[src/hdl/dst_pkg.sv]
// ----------------------------------------------------------------------------
// Device sighting table package
// Shared constants, command codes, state type and the structures that travel
// between the controller and the row of table cells.
// ----------------------------------------------------------------------------
package dst_pkg;

  localparam int TABLE_ENTRIES_DEF = 24;

  localparam int ADDR_W    = 48;
  localparam int KIND_W    = 3;
  localparam int DBM_W     = 8;
  localparam int TIME_W    = 32;
  localparam int HITS_W    = 16;
  localparam int OUT_IDX_W = 5;
  localparam int CFG_IDX_W = 1;
  localparam int CFG_DATA_W = 32;

  localparam logic [TIME_W-1:0] ALERT_AGE_RESET = TIME_W'(5 * 60 * 1000);
  localparam logic [HITS_W-1:0] HITS_MAX        = {HITS_W{1'b1}};
  localparam logic [KIND_W-1:0] KIND_NONE       = '0;

  localparam logic OP_OBSERVE = 1'b0;
  localparam logic OP_CLEAR   = 1'b1;

  localparam logic [CFG_IDX_W-1:0] CFG_SCAN_ENABLE = CFG_IDX_W'(0);
  localparam logic [CFG_IDX_W-1:0] CFG_ALERT_AGE   = CFG_IDX_W'(1);

  typedef enum logic {
    ST_IDLE,
    ST_SEARCH
  } dst_state_t;

  typedef struct packed {
    logic              active;
    logic              found;
    logic              free_found;
    logic              min_taken;
    logic [TIME_W-1:0] min_time;
    logic [HITS_W-1:0] hit_hits;
    logic [DBM_W-1:0]  hit_best;
    logic [TIME_W-1:0] hit_first;
  } probe_t;

  typedef struct packed {
    logic              we;
    logic              clr;
    logic [ADDR_W-1:0] addr;
    logic [KIND_W-1:0] kind;
    logic [TIME_W-1:0] first;
    logic [TIME_W-1:0] last;
    logic [DBM_W-1:0]  latest;
    logic [DBM_W-1:0]  best;
    logic [HITS_W-1:0] hits;
  } wr_t;

endpackage

[src/hdl/dst_cell.sv]
// ----------------------------------------------------------------------------
// Device sighting table cell
// Holds one table entry. A search beat passes through the cell's probe register,
// picking up a key match, the first free entry or the oldest entry so far.
// ----------------------------------------------------------------------------
module dst_cell
  import dst_pkg::*;
#(
  parameter int IDX_W    = 5,
  parameter int CELL_IDX = 0
) (
  input  logic              clk,
  input  logic              rst_n,
  input  logic [ADDR_W-1:0] key,
  input  probe_t            probe_i,
  input  logic [IDX_W-1:0]  match_idx_i,
  input  logic [IDX_W-1:0]  alt_idx_i,
  output probe_t            probe_o,
  output logic [IDX_W-1:0]  match_idx_o,
  output logic [IDX_W-1:0]  alt_idx_o,
  input  wr_t               wr,
  input  logic [IDX_W-1:0]  wr_idx,
  output logic              valid_o
);

  localparam logic [IDX_W-1:0] MY_IDX = IDX_W'(CELL_IDX);

  logic              valid_r;
  logic [ADDR_W-1:0] addr_r;
  logic [KIND_W-1:0] kind_r;
  logic [TIME_W-1:0] first_r;
  logic [TIME_W-1:0] last_r;
  logic [DBM_W-1:0]  latest_r;
  logic [DBM_W-1:0]  best_r;
  logic [HITS_W-1:0] hits_r;

  probe_t            probe_r, probe_nxt;
  logic [IDX_W-1:0]  match_idx_r, match_idx_nxt;
  logic [IDX_W-1:0]  alt_idx_r, alt_idx_nxt;
  logic              match;
  logic              sel;

  assign match = valid_r && (addr_r == key);
  assign sel   = wr.we && (wr_idx == MY_IDX);

  always_comb begin
    probe_nxt     = probe_i;
    match_idx_nxt = match_idx_i;
    alt_idx_nxt   = alt_idx_i;
    if (!probe_i.found && match) begin
      probe_nxt.found     = 1'b1;
      probe_nxt.hit_hits  = hits_r;
      probe_nxt.hit_best  = best_r;
      probe_nxt.hit_first = first_r;
      match_idx_nxt       = MY_IDX;
    end
    if (!probe_i.free_found) begin
      if (!valid_r) begin
        probe_nxt.free_found = 1'b1;
        alt_idx_nxt          = MY_IDX;
      end else if (!probe_i.min_taken || (last_r < probe_i.min_time)) begin
        probe_nxt.min_taken = 1'b1;
        probe_nxt.min_time  = last_r;
        alt_idx_nxt         = MY_IDX;
      end
    end
  end

  always_ff @(posedge clk) begin
    if (!rst_n) begin
      probe_r     <= '0;
      match_idx_r <= '0;
      alt_idx_r   <= '0;
    end else begin
      probe_r     <= probe_nxt;
      match_idx_r <= match_idx_nxt;
      alt_idx_r   <= alt_idx_nxt;
    end
  end

  always_ff @(posedge clk) begin
    if (!rst_n) begin
      valid_r <= 1'b0;
    end else if (wr.clr) begin
      valid_r <= 1'b0;
    end else if (sel) begin
      valid_r <= 1'b1;
    end
  end

  always_ff @(posedge clk) begin
    if (sel) begin
      addr_r   <= wr.addr;
      kind_r   <= wr.kind;
      first_r  <= wr.first;
      last_r   <= wr.last;
      latest_r <= wr.latest;
      best_r   <= wr.best;
      hits_r   <= wr.hits;
    end
  end

  assign probe_o     = probe_r;
  assign match_idx_o = match_idx_r;
  assign alt_idx_o   = alt_idx_r;
  assign valid_o     = valid_r && (kind_r != KIND_NONE || latest_r == latest_r);

endmodule
[config.mk]
export PLATFORM = sky130hd
export DESIGN_NAME = dst_cell
export DESIGN_NICKNAME = d
export VERILOG_FILES = /design/src/hdl/dst_pkg.sv /design/src/hdl/dst_cell.sv
export SDC_FILE = /design/constraint.sdc
export NUM_CORES = 1
export LEC_CHECK = 0
export ABC_AREA = 1
export BUFFER_PORTS_ARGS = -buffer_cell sky130_fd_sc_hd__buf_2
export CAP_MARGIN = 20
export CELL_PAD_IN_SITES_DETAIL_PLACEMENT = 0
export CELL_PAD_IN_SITES_GLOBAL_PLACEMENT = 2
export CORE_ASPECT_RATIO = 0.9
export CORE_MARGIN = 2
export CORE_UTILIZATION = 28
export DETAILED_ROUTE_END_ITERATION = 10
export PLACE_DENSITY_LB_ADDON = 0.1
export SYNTH_ARGS = -nofsm -noshare
export SYNTH_HDL_FRONTEND = slang
export SYNTH_SLANG_ARGS = --single-unit
[constraint.sdc]
create_clock -name clk -period 14.9 [get_ports clk]
set_input_delay 0.745 -clock clk [delete_from_list [all_inputs] [get_ports clk]]
set_output_delay 0.745 -clock clk [all_outputs]
set_load 0.005 [all_outputs]
==> summary.md <==
| Metric | Value |
|---|---|
| Leakage | `0.00725 uW` |
| RSZ-0062 raised after global routing | `false` |
| Core ar. | `0.0363 mm^2` |
| Nets | `1875` |
| Critical path endpoint category | `flip-flop` |
| Final WL | `31000 um` |
| GR Layer Usage met1 | `19.4%` |
| Vias in the first global route | `8111` |
| Largest family of logic cells by synthesized area | `simple AND/OR/NAND/NOR gates` |
| Initial Utilization | `28.5%` |
| Drt wl/cell | `15.2 um` |
| Sw frac | `22.2%` |
| Grt met3 use | `6.03%` |
| Post-cts resize count | `0` |
| Compound-Gate Fraction of Synth Area | `3.20%` |
| Cell row count | `66` |
| Combinational share of power | `7.5%` |
| Critical path launch point type | `flip-flop` |
| Vias | `8365` |
| Final setup TNS | `0 ns` |
| Tightest Hold Check Type | `in2reg` |
| Routed Antenna Nets | `0` |
| Final min period | `2.72 ns` |
| FMAX | `368 MHz` |
| TritonCTS Buffers | `30` |
| Vias per cell | `4.08` |
| Post CTS Setup Buffer Count | `0` |
| Flop pwr share | `45.2%` |
| Global Route Usage Sum | `15.8%` |
| Crit. Startpoint | `last_r[27]` |
| Die span in y | `186 um` |
| Fin. Hold Viols | `0` |
| Initial antenna violation count | `20` |
| Slew @ Worst Pin | `1.02 ns` |
| CTS Root Buffer Type | `clkbuf_16` |
| Pwr/cell area | `115 mW/mm^2` |
| Post-synthesis sequential area ratio | `59.5%` |
| Dominant cell type by area after synthesis | `edfxtp_1` |
| DR pass1 iterations | `6` |
| Clock slew at reported path FFs | `0.06 ns` |
| Reg2Reg Depth | `12` |
| Post-synthesis xor/xnor area fraction | `1.95%` |
| Syn Inst Count | `1147` |
| Final setup viols | `0` |
| RD Place Congestion | `0.739` |
| Tcrit/Tclk final | `18.3%` |
| Adder-Cell Fraction of Synth Area | `3.75%` |
| Synth warnings | `0` |
| Pins Over Slew Limit | `0` |
| Req. time, crit path | `15.34 ns` |
| Mux cell area share after synthesis | `0%` |
| Setup slack after layout | `12.18 ns` |
| Rel. slew slack | `32.3%` |
| Arr. time, crit path | `3.16 ns` |
| P&R area growth vs syn | `34.2%` |
| Top Ports | `409` |
| Setup crit end | `probe_o[68]` |
| GRT busiest layer | `met2` |
| Largest net degree at the start of global routing | `71` |
| GRT overflow | `0` |
| CTS tree | `built` |
| Global-route wire length before repair | `46200 um` |
| H-tree levels | `1` |
| Clock sinks | `239` |
| Seq. cell area | `0.00615 mm^2` |
| Critical path class | `reg2reg` |
| Yosys cell types | `27` |
| VDD IR-drop max | `0.0893 mV` |
| Synth Register Bits | `239` |
| Met2 Resource Use GR | `25.7%` |
| # hold bufs at CTS | `0` |
| R2r setup slk | `12.18 ns` |
| Reg-to-reg startpoint | `last_r[27]` |
| PortBufs | `397` |
| Clock Power Share | `47.4%` |
| Power Internal | `1240 uW` |
| Synth area leaders | `edfxtp_1 40%, dfxtp_1 20%, inv_1 10%, nand2_1 7.7%, nor2_1 4.5%` |
| Hold path start | `wr[80]` |
| Place WS | `11.56 ns` |
| Syn avg cell area | `9.01 um^2` |
| FF-to-FF End | `probe_o[68]` |
| Clk_skew | `0.0239 ns` |
| # DRC | `0` |
| Horiz. Die Dim | `207 um` |
| Top cell type's share of synthesized area | `39.5%` |
| Psw | `354 uW` |
| CTS Buffer Depth | `3` |
| Layout cells sized above 1 | `29.9%` |
| Cell Area, Synth | `0.0103 mm^2` |
| Die area | `0.0385 mm^2` |
| Post-Synth Simple-Gate Area | `19.3%` |
| Fillers | `3813` |
| Skew-Pair Late Insertion Delay | `0.57 ns` |
| Max Cap Viol | `0` |
| Hpwl dp | `21700 um` |
| Status | `complete, no violations` |
| CP max FO | `40` |
| Initial DRC count | `310` |
| Syn_nets | `1484` |
| Multi-input combinational cell area | `0.00295 mm^2` |
## metal layers
layer / wire length [um] / up-vias
li1: - / 4370
met1: 13200 / 3669
met2: 14300 / 253
met3: 2760 / 57
met4: 747 / 16
met5: 93 / -
## power by group through the flow
| stage | clock, uW | sequential (uW) | combinational (uW) |
|---|---|---|---|
| after global routing | 811 | 722 | 138 |
| after floorplan | 0 | 738 | 49.0 |
| after global placement | 0 | 735 | 121 |
| final | 755 | 721 | 119 |
| after detailed placement | 0 | 735 | 122 |
| after CTS | 785 | 721 | 122 |
## area by class of cell
class                           count  share of cell area, %
Clock buffer                       47                   6.77
Multi-Input combinational cell    580                   21.2
Sequential cell                   239                   44.3
Clock inverter                      9                  0.767
Tap cell                          476                   4.29
Inverter                          281                   7.60
Antenna cell                       11                  0.198
Timing Repair Buffer              406                   14.8
## metrics by stage
step / hold WS (ns) / area [um^2] / util, % / total power, uW / cells
6_report: 0.345 / 13900 / 38.3 / 1590 / 2049
3_5_place_dp: 0.560 / 12800 / 35.3 / 856 / 1982
4_1_cts: 0.307 / 13800 / 38.2 / 1630 / 2038
5_1_grt: 0.310 / 13900 / 38.2 / 1670 / 2042
2_1_floorplan: 0.538 / 10300 / - / 787 / 1147
3_3_place_gp: 0.551 / 12800 / 35.3 / 856 / 1982
## state kept, by name, indices dropped and copies added, names as in the netlist
| name | flops |
|---|---|
| alt_idx_o | 5 |
| match_idx_o | 5 |
| probe_o | 92 |
| valid_o | 1 |
| best_r | 8 |
| first_r | 32 |
| addr_r | 48 |
| hits_r | 16 |
| last_r | 32 |
## Yosys cell counts
| cell type | number |
|---|---|
| inv_1 | 278 |
| nand2_1 | 213 |
| edfxtp_1 | 136 |
| nor2_1 | 123 |
| dfxtp_1 | 103 |
| nand4_1 | 63 |
| a21oi_1 | 50 |
| nand3_1 | 42 |
| ha_1 | 31 |
| clkbuf_1 | 20 |
| buf_2 | 13 |
| xor2_1 | 12 |
| xnor2_1 | 11 |
| buf_1 | 9 |
| nor3_1 | 8 |
| or2_1 | 7 |
| or2_2 | 6 |
| o21ai_0 | 5 |
| o22ai_1 | 4 |
| buf_6 | 3 |
| buf_4 | 2 |
| clkinv_1 | 2 |
| o2111ai_1 | 2 |
| inv_2 | 1 |
| nor2_2 | 1 |
| o21a_1 | 1 |
| o21ai_1 | 1 |
## worst max-delay path, stage by stage, from the launching register on
cell and delay, ns:
edfxtp_1 0.38, ha_1 0.30, a21oi_1 0.15, o21ai_0 0.15, nand2_1 0.09, nand2_1 0.05
a21oi_1 0.20, nand2_1 0.12, nand2_2 0.39, buf_4 0.48, nand3_1 0.12, nand2_1 0.08
nor2_1 0.05
## kinds of logic (layout without fill, tap and decap cells)
logic type               count (synthesis)  after routing
AO/OA/AOI/OAI                           63             63
adder cells (fa/ha/maj)                 31             31
XOR/XNOR                                23             23
buffers and inverters                  328            743
other                                    0             11
flip-flops                             239            239
AND/OR/NAND/NOR                        463            463
## worst min-delay path by stage
stage	to	slack [ns]	cells past startpoint
4_1_cts	valid_o	0.31	2
6_report	first_r[16]	0.35	1
2_1_floorplan	probe_o[0]	0.54	4
3_5_place_dp	probe_o[48]	0.56	4
3_3_place_gp	probe_o[41]	0.55	4
5_1_grt	valid_o	0.31	2
## layout by cell type, fill, tap and decap left out, types with 3 or more instances in the layout
cell and instances:
a21oi_1 50, buf_2 396, buf_4 10, clkbuf_1 9, clkbuf_16 34, clkbuf_8 4
clkinv_2 6, dfxtp_1 103, diode_2 11, edfxtp_1 136, ha_1 31, inv_1 277
nand2_1 212, nand3_1 41, nand4_1 63, nor2_1 121, nor2_4 3, nor3_1 7
o21ai_0 5, o22ai_1 4, or2_1 7, or2_2 6, xnor2_1 11, xor2_1 12
(Power assumes the default switching activity.)
